<file path="src/vwsd_pkg.sv">
// ----------------------------------------------------------------------------
// vwsd_pkg
// Shared types and constants of the adaptive-window step-rate estimator.
// ----------------------------------------------------------------------------
package vwsd_pkg;

    localparam int MAX_WINDOW_DEF = 63;
    localparam int FRAC_BITS_DEF  = 16;

    localparam int CNT_W     = 32;
    localparam int RATE_W    = 48;
    localparam int WIN_W     = 6;
    localparam int STEP_W    = 16;
    localparam int DVS_W     = STEP_W + 1;
    localparam int NUM_W     = WIN_W + STEP_W;
    localparam int WIN_Q_BITS = 6;

    localparam logic [RATE_W-1:0] RATE_POS_LIM = 48'h7FFF_FFFF_FFFF;
    localparam logic [RATE_W-1:0] RATE_NEG_LIM = 48'h8000_0000_0000;

    localparam logic REG_WINDOW_MAX = 1'b0;
    localparam logic REG_MAX_STEP   = 1'b1;

    localparam logic CMD_SAMPLE = 1'b0;
    localparam logic CMD_FILL   = 1'b1;

    typedef struct packed {
        logic              cmd;
        logic signed [31:0] step_count;
    } t_in;

    typedef struct packed {
        logic signed [RATE_W-1:0] rate;
        logic [WIN_W-1:0]         window_used;
    } t_out;

    typedef struct packed {
        logic acc;
        logic diff;
        logic absv;
        logic win;
        logic ld1;
        logic w1;
        logic rdw;
        logic subw;
        logic ld2;
        logic step;
        logic fin;
    } t_dp_cmd;

    typedef struct packed {
        logic trivial;
        logic out_free;
    } t_dp_sts;

endpackage

</file>
<file path="src/vwsd_div.sv">
// ----------------------------------------------------------------------------
// vwsd_div
// Bit-serial restoring divider, one quotient bit per step.
// ----------------------------------------------------------------------------
module vwsd_div #(
    parameter int QW = 48
) (
    input  logic                       i_clk,
    input  logic                       i_load,
    input  logic                       i_step,
    input  logic [vwsd_pkg::DVS_W-1:0] i_rem_init,
    input  logic [QW-1:0]              i_quo_init,
    input  logic [vwsd_pkg::DVS_W-1:0] i_dvs,
    output logic [QW-1:0]              o_quo
);

    logic [vwsd_pkg::DVS_W-1:0] r_rem, n_rem;
    logic [QW-1:0]              r_quo, n_quo;
    logic [vwsd_pkg::DVS_W-1:0] r_dvs;
    logic [vwsd_pkg::DVS_W:0]   sh;
    logic                       ge;

    always_comb begin
        sh    = {r_rem, r_quo[QW-1]};
        ge    = (sh >= {1'b0, r_dvs});
        n_rem = ge ? vwsd_pkg::DVS_W'(sh - {1'b0, r_dvs}) : sh[vwsd_pkg::DVS_W-1:0];
        n_quo = {r_quo[QW-2:0], ge};
    end

    always_ff @(posedge i_clk) begin
        if (i_load) begin
            r_rem <= i_rem_init;
            r_quo <= i_quo_init;
            r_dvs <= i_dvs;
        end else if (i_step) begin
            r_rem <= n_rem;
            r_quo <= n_quo;
        end
    end

    assign o_quo = r_quo;

endmodule

</file>
<file path="src/vwsd_dp.sv">
// ----------------------------------------------------------------------------
// vwsd_dp
// Datapath: count ring, window choice, shared divider and result register.
// ----------------------------------------------------------------------------
module vwsd_dp #(
    parameter int MAX_WINDOW = vwsd_pkg::MAX_WINDOW_DEF,
    parameter int FRAC_BITS  = vwsd_pkg::FRAC_BITS_DEF
) (
    input  logic                        i_clk,
    input  logic                        i_rst_n,
    input  vwsd_pkg::t_dp_cmd           i_cmd,
    output vwsd_pkg::t_dp_sts           o_sts,
    input  vwsd_pkg::t_in               i_data,
    input  logic [vwsd_pkg::WIN_W-1:0]  i_window_max,
    input  logic [vwsd_pkg::STEP_W-1:0] i_max_step,
    output logic                        o_valid,
    input  logic                        i_stall,
    output vwsd_pkg::t_out              o_data
);

    localparam int DEPTH = MAX_WINDOW + 1;
    localparam int IW    = (DEPTH > 1) ? $clog2(DEPTH) : 1;
    localparam int AW    = ((IW > vwsd_pkg::WIN_W) ? IW : vwsd_pkg::WIN_W) + 1;
    localparam int QW    = vwsd_pkg::CNT_W + FRAC_BITS;
    localparam int CW    = (QW > vwsd_pkg::RATE_W) ? QW : vwsd_pkg::RATE_W;
    localparam int DW1   = vwsd_pkg::NUM_W + 1;

    logic [vwsd_pkg::CNT_W-1:0] mem [DEPTH];
    logic [vwsd_pkg::CNT_W-1:0] r_rd;
    logic                       r_rd_vld;
    logic [DEPTH-1:0]           r_vld;
    logic [vwsd_pkg::CNT_W-1:0] r_fill;
    logic [IW-1:0]              r_head, n_head;
    logic [vwsd_pkg::CNT_W-1:0] r_x;
    logic                       r_cmd;
    logic [vwsd_pkg::CNT_W-1:0] r_d;
    logic                       r_neg;
    logic [vwsd_pkg::WIN_W-1:0] r_w;
    logic [vwsd_pkg::NUM_W-1:0] r_num;
    logic                       r_out_valid;
    vwsd_pkg::t_out             r_out;

    logic [vwsd_pkg::CNT_W-1:0] prev;
    logic [vwsd_pkg::WIN_W-1:0] weff;
    logic                       small_w;
    logic                       big_d;
    logic [AW-1:0]              hw, ww, idx_a;
    logic [IW-1:0]              idx_w, rd_addr;
    logic [DW1-1:0]             dvd1;
    logic [vwsd_pkg::CNT_W-1:0] mag;
    logic [vwsd_pkg::DVS_W-1:0] rem_init, dvs;
    logic [QW-1:0]              quo_init, quo;
    logic [CW-1:0]              qx;
    logic [vwsd_pkg::RATE_W-1:0] qs;

    always_comb begin
        prev    = r_rd_vld ? r_rd : r_fill;
        n_head  = (r_head == IW'(MAX_WINDOW)) ? '0 : IW'(r_head + 1'b1);
        weff    = (int'(i_window_max) > MAX_WINDOW) ? vwsd_pkg::WIN_W'(MAX_WINDOW)
                                                     : i_window_max;
        small_w = (weff <= vwsd_pkg::WIN_W'(1));
        big_d   = (r_d >= {16'd0, i_max_step});
        hw      = AW'(r_head);
        ww      = AW'(r_w);
        idx_a   = (hw >= ww) ? AW'(hw - ww) : AW'(hw + AW'(DEPTH) - ww);
        idx_w   = idx_a[IW-1:0];
        rd_addr = i_cmd.acc ? r_head : idx_w;
        dvd1    = DW1'({r_num, 1'b0}) + DW1'(i_max_step);
        mag     = r_d[vwsd_pkg::CNT_W-1] ? (~r_d + 1'b1) : r_d;
        if (i_cmd.ld1) begin
            rem_init = dvd1[DW1-1:vwsd_pkg::WIN_Q_BITS];
            quo_init = {dvd1[vwsd_pkg::WIN_Q_BITS-1:0], {(QW-vwsd_pkg::WIN_Q_BITS){1'b0}}};
            dvs      = {i_max_step, 1'b0};
        end else begin
            rem_init = '0;
            quo_init = QW'({mag, {FRAC_BITS{1'b0}}});
            dvs      = vwsd_pkg::DVS_W'(r_w);
        end
        qx = CW'(quo);
        if (r_neg) begin
            qs = (qx > CW'(vwsd_pkg::RATE_NEG_LIM)) ? vwsd_pkg::RATE_NEG_LIM
                                                    : qx[vwsd_pkg::RATE_W-1:0];
            qs = ~qs + 1'b1;
        end else begin
            qs = (qx > CW'(vwsd_pkg::RATE_POS_LIM)) ? vwsd_pkg::RATE_POS_LIM
                                                    : qx[vwsd_pkg::RATE_W-1:0];
        end
    end

    assign o_sts.trivial  = small_w || big_d || (r_d == '0);
    assign o_sts.out_free = !r_out_valid || !i_stall;

    vwsd_div #(
        .QW (QW)
    ) u_div (
        .i_clk      (i_clk),
        .i_load     (i_cmd.ld1 || i_cmd.ld2),
        .i_step     (i_cmd.step),
        .i_rem_init (rem_init),
        .i_quo_init (quo_init),
        .i_dvs      (dvs),
        .o_quo      (quo)
    );

    always_ff @(posedge i_clk) begin
        if (i_cmd.acc && i_data.cmd == vwsd_pkg::CMD_SAMPLE) begin
            mem[n_head] <= i_data.step_count;
        end
        if (i_cmd.acc || i_cmd.rdw) begin
            r_rd     <= mem[rd_addr];
            r_rd_vld <= r_vld[rd_addr];
        end
    end

    always_ff @(posedge i_clk) begin
        if (!i_rst_n) begin
            r_vld       <= '0;
            r_fill      <= '0;
            r_head      <= '0;
            r_out_valid <= 1'b0;
        end else begin
            if (i_cmd.acc) begin
                if (i_data.cmd == vwsd_pkg::CMD_FILL) begin
                    r_vld  <= '0;
                    r_fill <= i_data.step_count;
                end else begin
                    r_head         <= n_head;
                    r_vld[n_head]  <= 1'b1;
                end
            end
            if (i_cmd.fin) begin
                r_out_valid <= 1'b1;
            end else if (!i_stall) begin
                r_out_valid <= 1'b0;
            end
        end
    end

    always_ff @(posedge i_clk) begin
        if (i_cmd.acc) begin
            r_x   <= i_data.step_count;
            r_cmd <= i_data.cmd;
        end
        if (i_cmd.diff || i_cmd.subw) begin
            r_d <= r_x - prev;
        end
        if (i_cmd.absv) begin
            r_d <= mag;
        end
        if (i_cmd.win) begin
            if (small_w || big_d) begin
                r_w <= vwsd_pkg::WIN_W'(1);
            end else if (r_d == '0) begin
                r_w <= weff;
            end
            r_num <= vwsd_pkg::NUM_W'((weff - 1'b1) * (i_max_step - r_d[vwsd_pkg::STEP_W-1:0]));
        end
        if (i_cmd.w1) begin
            r_w <= vwsd_pkg::WIN_W'(quo[vwsd_pkg::WIN_Q_BITS-1:0] + 1'b1);
        end
        if (i_cmd.ld2) begin
            r_neg <= r_d[vwsd_pkg::CNT_W-1];
        end
        if (i_cmd.fin) begin
            if (r_cmd == vwsd_pkg::CMD_FILL) begin
                r_out.rate        <= '0;
                r_out.window_used <= vwsd_pkg::WIN_W'(1);
            end else begin
                r_out.rate        <= qs;
                r_out.window_used <= r_w;
            end
        end
    end

    assign o_valid = r_out_valid;
    assign o_data  = r_out;

    a_fin_valid: assert property (@(posedge i_clk) disable iff (!i_rst_n)
        i_cmd.fin |=> o_valid)
        else $error("result load did not raise valid");

    a_held: assert property (@(posedge i_clk) disable iff (!i_rst_n)
        (o_valid && i_stall) |=> o_valid)
        else $error("stalled result dropped");

endmodule

</file>
<file path="src/vwsd_ctrl.sv">
// ----------------------------------------------------------------------------
// vwsd_ctrl
// Sequencer: steps one request through window choice and the divisions it needs.
// ----------------------------------------------------------------------------
module vwsd_ctrl #(
    parameter int FRAC_BITS = vwsd_pkg::FRAC_BITS_DEF
) (
    input  logic              i_clk,
    input  logic              i_rst_n,
    input  logic              i_valid,
    input  logic              i_req_cmd,
    output logic              o_stall,
    input  vwsd_pkg::t_dp_sts i_sts,
    output vwsd_pkg::t_dp_cmd o_cmd
);

    localparam int QW = vwsd_pkg::CNT_W + FRAC_BITS;
    localparam int CW = $clog2(QW);

    localparam logic [3:0] S_IDLE = 4'd0;
    localparam logic [3:0] S_DIFF = 4'd1;
    localparam logic [3:0] S_ABS  = 4'd2;
    localparam logic [3:0] S_WIN  = 4'd3;
    localparam logic [3:0] S_LD1  = 4'd4;
    localparam logic [3:0] S_DIV1 = 4'd5;
    localparam logic [3:0] S_W1   = 4'd6;
    localparam logic [3:0] S_RDW  = 4'd7;
    localparam logic [3:0] S_SUBW = 4'd8;
    localparam logic [3:0] S_LD2  = 4'd9;
    localparam logic [3:0] S_DIV2 = 4'd10;
    localparam logic [3:0] S_FIN  = 4'd11;

    logic [3:0]    r_state, n_state;
    logic [CW-1:0] r_cnt, n_cnt;
    logic          acc;

    assign acc     = (r_state == S_IDLE) && i_valid;
    assign o_stall = (r_state != S_IDLE);

    always_comb begin
        n_state = r_state;
        n_cnt   = r_cnt;
        o_cmd   = '0;
        unique case (r_state)
            S_IDLE: begin
                if (i_valid) begin
                    o_cmd.acc = 1'b1;
                    n_state   = (i_req_cmd == vwsd_pkg::CMD_FILL) ? S_FIN : S_DIFF;
                end
            end
            S_DIFF: begin
                o_cmd.diff = 1'b1;
                n_state    = S_ABS;
            end
            S_ABS: begin
                o_cmd.absv = 1'b1;
                n_state    = S_WIN;
            end
            S_WIN: begin
                o_cmd.win = 1'b1;
                n_state   = i_sts.trivial ? S_RDW : S_LD1;
            end
            S_LD1: begin
                o_cmd.ld1 = 1'b1;
                n_cnt     = CW'(vwsd_pkg::WIN_Q_BITS - 1);
                n_state   = S_DIV1;
            end
            S_DIV1: begin
                o_cmd.step = 1'b1;
                n_cnt      = r_cnt - 1'b1;
                if (r_cnt == '0) begin
                    n_state = S_W1;
                end
            end
            S_W1: begin
                o_cmd.w1 = 1'b1;
                n_state  = S_RDW;
            end
            S_RDW: begin
                o_cmd.rdw = 1'b1;
                n_state   = S_SUBW;
            end
            S_SUBW: begin
                o_cmd.subw = 1'b1;
                n_state    = S_LD2;
            end
            S_LD2: begin
                o_cmd.ld2 = 1'b1;
                n_cnt     = CW'(QW - 1);
                n_state   = S_DIV2;
            end
            S_DIV2: begin
                o_cmd.step = 1'b1;
                n_cnt      = r_cnt - 1'b1;
                if (r_cnt == '0) begin
                    n_state = S_FIN;
                end
            end
            S_FIN: begin
                if (i_sts.out_free) begin
                    o_cmd.fin = 1'b1;
                    n_state   = S_IDLE;
                end
            end
            default: begin
                n_state = S_IDLE;
            end
        endcase
    end

    always_ff @(posedge i_clk) begin
        if (!i_rst_n) begin
            r_state <= S_IDLE;
            r_cnt   <= '0;
        end else begin
            r_state <= n_state;
            r_cnt   <= n_cnt;
        end
    end

    a_leave_idle: assert property (@(posedge i_clk) disable iff (!i_rst_n)
        acc |=> (r_state == S_DIFF || r_state == S_FIN))
        else $error("accepted request did not start");

    a_div1_cnt: assert property (@(posedge i_clk) disable iff (!i_rst_n)
        (r_state == S_DIV1) |-> (r_cnt <= CW'(vwsd_pkg::WIN_Q_BITS - 1)))
        else $error("window division count out of range");

    a_fin_wait: assert property (@(posedge i_clk) disable iff (!i_rst_n)
        (r_state == S_FIN && !i_sts.out_free) |=> (r_state == S_FIN))
        else $error("result left while output was full");

endmodule

</file>
<file path="src/variable_window_step_difference_top.sv">
// ----------------------------------------------------------------------------
// variable_window_step_difference_top
// Adaptive-window step-rate estimator for a Hall-sensor step counter.
// Each sample request yields one result: the count difference over a window
// picked from the latest step size, divided by the window, in signed fixed
// point with FRAC_BITS fraction bits. A fill request loads the whole history
// with its count and returns rate 0, window 1. A new request is accepted only
// once the previous result is loaded, which waits while the output stalls.
// The bit-serial divider takes 6 steps for the window choice, skipped when
// the window needs no division, and 32 + FRAC_BITS for the rate; a fill
// needs neither. The history is a MAX_WINDOW+1 deep memory whose entries
// read as the last fill value until written, so no clearing pass follows reset.
// ----------------------------------------------------------------------------
module variable_window_step_difference_top #(
    parameter int MAX_WINDOW = vwsd_pkg::MAX_WINDOW_DEF,
    parameter int FRAC_BITS  = vwsd_pkg::FRAC_BITS_DEF
) (
    input  logic           i_clk,
    input  logic           i_rst_n,
    input  logic           i_valid,
    output logic           o_stall,
    input  vwsd_pkg::t_in  i_data,
    output logic           o_valid,
    input  logic           i_stall,
    output vwsd_pkg::t_out o_data,
    input  logic           psel,
    input  logic           penable,
    input  logic           pwrite,
    input  logic [2:0]     paddr,
    input  logic [31:0]    pwdata,
    output logic [31:0]    prdata,
    output logic           pready
);

    logic [vwsd_pkg::WIN_W-1:0]  r_window_max;
    logic [vwsd_pkg::STEP_W-1:0] r_max_step;
    logic                        wr_en;
    vwsd_pkg::t_dp_cmd           dp_cmd;
    vwsd_pkg::t_dp_sts           dp_sts;

    assign pready = 1'b1;
    assign wr_en  = psel && penable && pwrite && pready;

    always_ff @(posedge i_clk) begin
        if (!i_rst_n) begin
            r_window_max <= '0;
            r_max_step   <= vwsd_pkg::STEP_W'(1);
        end else if (wr_en) begin
            unique case (paddr[2])
                vwsd_pkg::REG_WINDOW_MAX: r_window_max <= pwdata[vwsd_pkg::WIN_W-1:0];
                vwsd_pkg::REG_MAX_STEP:   r_max_step   <= pwdata[vwsd_pkg::STEP_W-1:0];
                default: begin
                end
            endcase
        end
    end

    always_comb begin
        unique case (paddr[2])
            vwsd_pkg::REG_WINDOW_MAX: prdata = 32'(r_window_max);
            vwsd_pkg::REG_MAX_STEP:   prdata = 32'(r_max_step);
            default:                  prdata = '0;
        endcase
    end

    vwsd_ctrl #(
        .FRAC_BITS (FRAC_BITS)
    ) u_ctrl (
        .i_clk     (i_clk),
        .i_rst_n   (i_rst_n),
        .i_valid   (i_valid),
        .i_req_cmd (i_data.cmd),
        .o_stall   (o_stall),
        .i_sts     (dp_sts),
        .o_cmd     (dp_cmd)
    );

    vwsd_dp #(
        .MAX_WINDOW (MAX_WINDOW),
        .FRAC_BITS  (FRAC_BITS)
    ) u_dp (
        .i_clk        (i_clk),
        .i_rst_n      (i_rst_n),
        .i_cmd        (dp_cmd),
        .o_sts        (dp_sts),
        .i_data       (i_data),
        .i_window_max (r_window_max),
        .i_max_step   (r_max_step),
        .o_valid      (o_valid),
        .i_stall      (i_stall),
        .o_data       (o_data)
    );

endmodule

</file>
<file path="config.mk">
export PLATFORM = sky130hd
export DESIGN_NAME = variable_window_step_difference_top
export DESIGN_NICKNAME = d
export VERILOG_FILES = /design/src/vwsd_pkg.sv /design/src/vwsd_div.sv /design/src/vwsd_dp.sv /design/src/vwsd_ctrl.sv /design/src/variable_window_step_difference_top.sv
export SDC_FILE = /design/constraint.sdc
export NUM_CORES = 2
export LEC_CHECK = 0
export BUFFER_PORTS_ARGS = -buffer_cell sky130_fd_sc_hd__buf_2
export CORE_ASPECT_RATIO = 1.4
export CORE_MARGIN = 2
export CORE_UTILIZATION = 55
export CTS_CLUSTER_DIAMETER = 120
export DETAILED_ROUTE_END_ITERATION = 10
export GPL_TIMING_DRIVEN = 0
export PLACE_DENSITY = 0.71
export SLEW_MARGIN = 20
export SYNTH_ARGS = -nofsm -noshare
export SYNTH_HDL_FRONTEND = slang
export SYNTH_HIERARCHICAL = 1
export SYNTH_SLANG_ARGS = --single-unit
</file>
<file path="constraint.sdc">
create_clock -name i_clk -period 7.8 [get_ports i_clk]
set_clock_uncertainty 0.2 [all_clocks]
set_input_delay 0.78 -clock i_clk [delete_from_list [all_inputs] [get_ports i_clk]]
set_output_delay 0.78 -clock i_clk [all_outputs]
set_load 0.02 [all_outputs]
</file>
==> metrics.md <==
| Metric | Value |
|---|---|
| Status | complete, no violations |
| Routed wire length | 301500 um |
| Pleak | 0.04012 uW |
| Initial Util | 0.5522 |
| Placed cell area | 113500 um2 |
| Die W | 375.9 um |
| Clock tree sinks | 2446 |
| Max Freq | 135.5 MHz |
| Max Slew Vio Count | 0 |
| DP Worst Slack | -618.3 ps |
| Fin nets | 7162 |
| Tightest Pin Transition | 1231 ps |
| Crit-path max FO | 7 |
| # port buffers | 126 |
| Final setup violation count | 0 |
| Drt wl/cell | 31.58 um |
| Synth cell types | 99 |
| Post-synth EDFFs | 2311 |
| Residual DRC count | 0 |
| Total grt overflow | 0 |
| Worst min path class | input pin to flop |
| Final hold vios | 0 |
| Clock-pin slew on the worst setup and hold paths | 60 ps |
| Ys async rst share | 0 |
| Slowest stage delay, CP | 690 ps |
| Post-synthesis register bit count | 2446 |
| Post-synthesis sequential area ratio | 0.6770 |
| DR vias | 61052 |
| GRT Overall Usage | 0.3046 |
| Vert. Die Dim | 524.7 um |
| CTS Buf Count | 227 |
| Synthesized area | 106500 um2 |
| Final GP Congestion | 0.9872 |
| Fin crit share | 0.9459 |
| Critical path class | flop to flop |
| Pin count of the biggest net entering global routing | 67 |
| Prevailing post-synth register cell | edfxtp_1 |
| Die area | 197200 um2 |
| CP Launch Type | flop |
| Post-synthesis average cell area | 16.79 um2 |
| Worst VDD drop | 0.001915 V |
| Top Family by Delay on Critical Path | adder cells |
| H-tree Lvls | 4 |
| Worst path required time | 8200 ps |
| Global-route wire length before repair | 429000 um |
| Finished Layout Cells | 9546 |
| P per Cell Area | 489.6 nW/um2 |
| Vias in the first global route | 61372 |
| Max_cap viols | 0 |
| Initial antenna violation count | 10 |
| Row cnt | 191 |
| Ratio of cells with drive above 1 in the final layout | 0.2006 |
| Total power | 59440 uW |
| Yosys Warn Count | 6 |
| DR vias/cell | 6.396 |
| Core area | 192900 um2 |
| Clk root buf | clkbuf_16 |
| CTS tree | yes |
| Post-route setup slack | 422.3 ps |
| Tightest slew margin relative to the limit | 0.1768 |
| IO Count | 164 |
| Area Overhead vs Synth | 13.98% |
| Total iterations of the first detailed-routing run | 8 |
| Final min period | 7378 ps |
| Worst Path Buf+Inv | 3 |
| RSZ-0062 raised after global routing | false |
| Detailed Place HPWL | 215100 um |
| ANT nets after route | 0 |
| Fin area | 121400 um2 |
| Critical path arrival | 7780 ps |
| 1st-iter DRT viols | 6265 |
| DP Cell Count | 9108 |
| Slowest CP cell | xor2_1 |
| Critical Path End Type | flop |
| Final Core Density | 0.6294 |
| Clk buf depth | 4 |
| Skew-Pair Late Insertion Delay | 900 ps |
| Syn Inst Count | 6342 |
| Most used cell, CP | fa_1 |
-- layer usage --
metal | global-route usage | vias up | part of all wire
li1 | - | 25875 | -
met1 | 0.3524 | 31599 | 0.34
met2 | 0.5266 | 2786 | 0.51
met3 | 0.04487 | 786 | 0.067
met4 | 0.2031 | 6 | 0.080
met5 | 0 | - | 0.00013
-- cell families after synthesis --
logic type      synth area share
flops                     0.6770
simple gates             0.05357
compound gates           0.05620
mux                       0.1466
buf+inv                  0.02162
fa+ha+maj                0.03445
xor+xnor                 0.01044
other cells            0.0001057
-- worst min-delay path, delay by kind of cell --
family	cells	cell delay, ps
buffers and inverters	1	110
and+or+nand+nor	1	90
muxes	1	80
-- area by class of cell --
cell class                 instances  area, um2
antenna                            7      17.52
buffer                           353       1563
clock buffer                     264       5871
clock inverter                   149       1649
fill                           13495      71460
inverter                         203      762.0
multi-input combinational       3370      32910
sequential                      2446      72100
tap                             2509       3139
timing repair buffer             245       3377
-- flip-flops by register name (all words and copies together) (netlist names), 4 cells and up --
register / count
u_dp/u_div/o_quo: 48
u_dp/r_fill: 32
u_dp/u_div/r_dvs: 17
u_dp/mem: 2048
r_max_step: 16
u_dp/r_d: 32
u_dp/r_vld: 64
u_dp/r_x: 32
u_ctrl/r_state: 4
r_window_max: 6
u_dp/r_rd: 32
u_dp/o_data: 54
u_dp/r_num: 22
u_ctrl/r_cnt: 6
u_dp/r_head: 6
u_dp/u_div/r_rem: 17
u_dp/r_w: 6
-- final timing paths --
kind                    from               to  slack, ps  cells past startpoint
min reg2reg  u_dp/r_fill[25]  u_dp/r_fill[25]        260                      2
max reg2reg    r_max_step[1]   u_dp/r_num[21]        420                     25
max            r_max_step[1]   u_dp/r_num[21]        420                     25
min                pwdata[4]    r_max_step[4]         60                      3
-- power by group --
| part | switching (uW) | internal (uW) | total [uW] |
|---|---|---|---|
| registers | 474 | 16200 | 16700 |
| clock network | 4840 | 6480 | 11300 |
| logic | 18700 | 12700 | 31400 |
| total | 24000 | 35400 | 59400 |
-- through the flow --
step,setup TNS [ps],hold slack [ps]
final,0,60.49
after global routing,0,43.19
after CTS,0,12.03
after detailed placement,-1618,255.2
after global placement,-31520,248.2
after floorplan,0,235.5
-- Yosys cell counts, drive strengths merged (47+ instances only) --
cell	number	area [um2]
nor2	340	1279
mux4	528	11890
o21ai	132	660.6
inv	201	754.5
dfxtp	135	2703
mux2	63	709.4
nand2	246	925.9
nor3	61	305.3
a211oi	162	1226
ha	154	1927
clkbuf	210	788.3
nor2b	231	1445
fa	87	1742
mux2i	301	3013
nand3	47	235.2
a21oi	359	1808
edfxtp	2311	69400
buf	143	752.0
xnor2	82	718.2
-- what timing repair did --
item,in CTS,in global routing
hold endpoints to repair,20,0
hold buffers,16,0
endpoints found under the setup margin,4,4
buffers inserted,0,1
gates resized for setup,11,11
pin swaps,0,2
-- layout by cell type (no fill, tap or decap), types with 62 or more instances in the layout --
master and instances:
buf_16 63, a21oi_1 353, nand2_1 244, clkbuf_1 231, edfxtp_1 2311, dfxtp_1 134, ha_1 154, mux2_2 62
buf_2 151, nor2_4 66, mux2i_1 299, a211oi_1 154, o21ai_0 123, inv_1 201, clkbuf_16 228, xnor2_1 78
fa_1 87, nor2b_1 231, mux4_2 528, nor2_1 273
No activity file was read; power rests on OpenSTA's default activity.
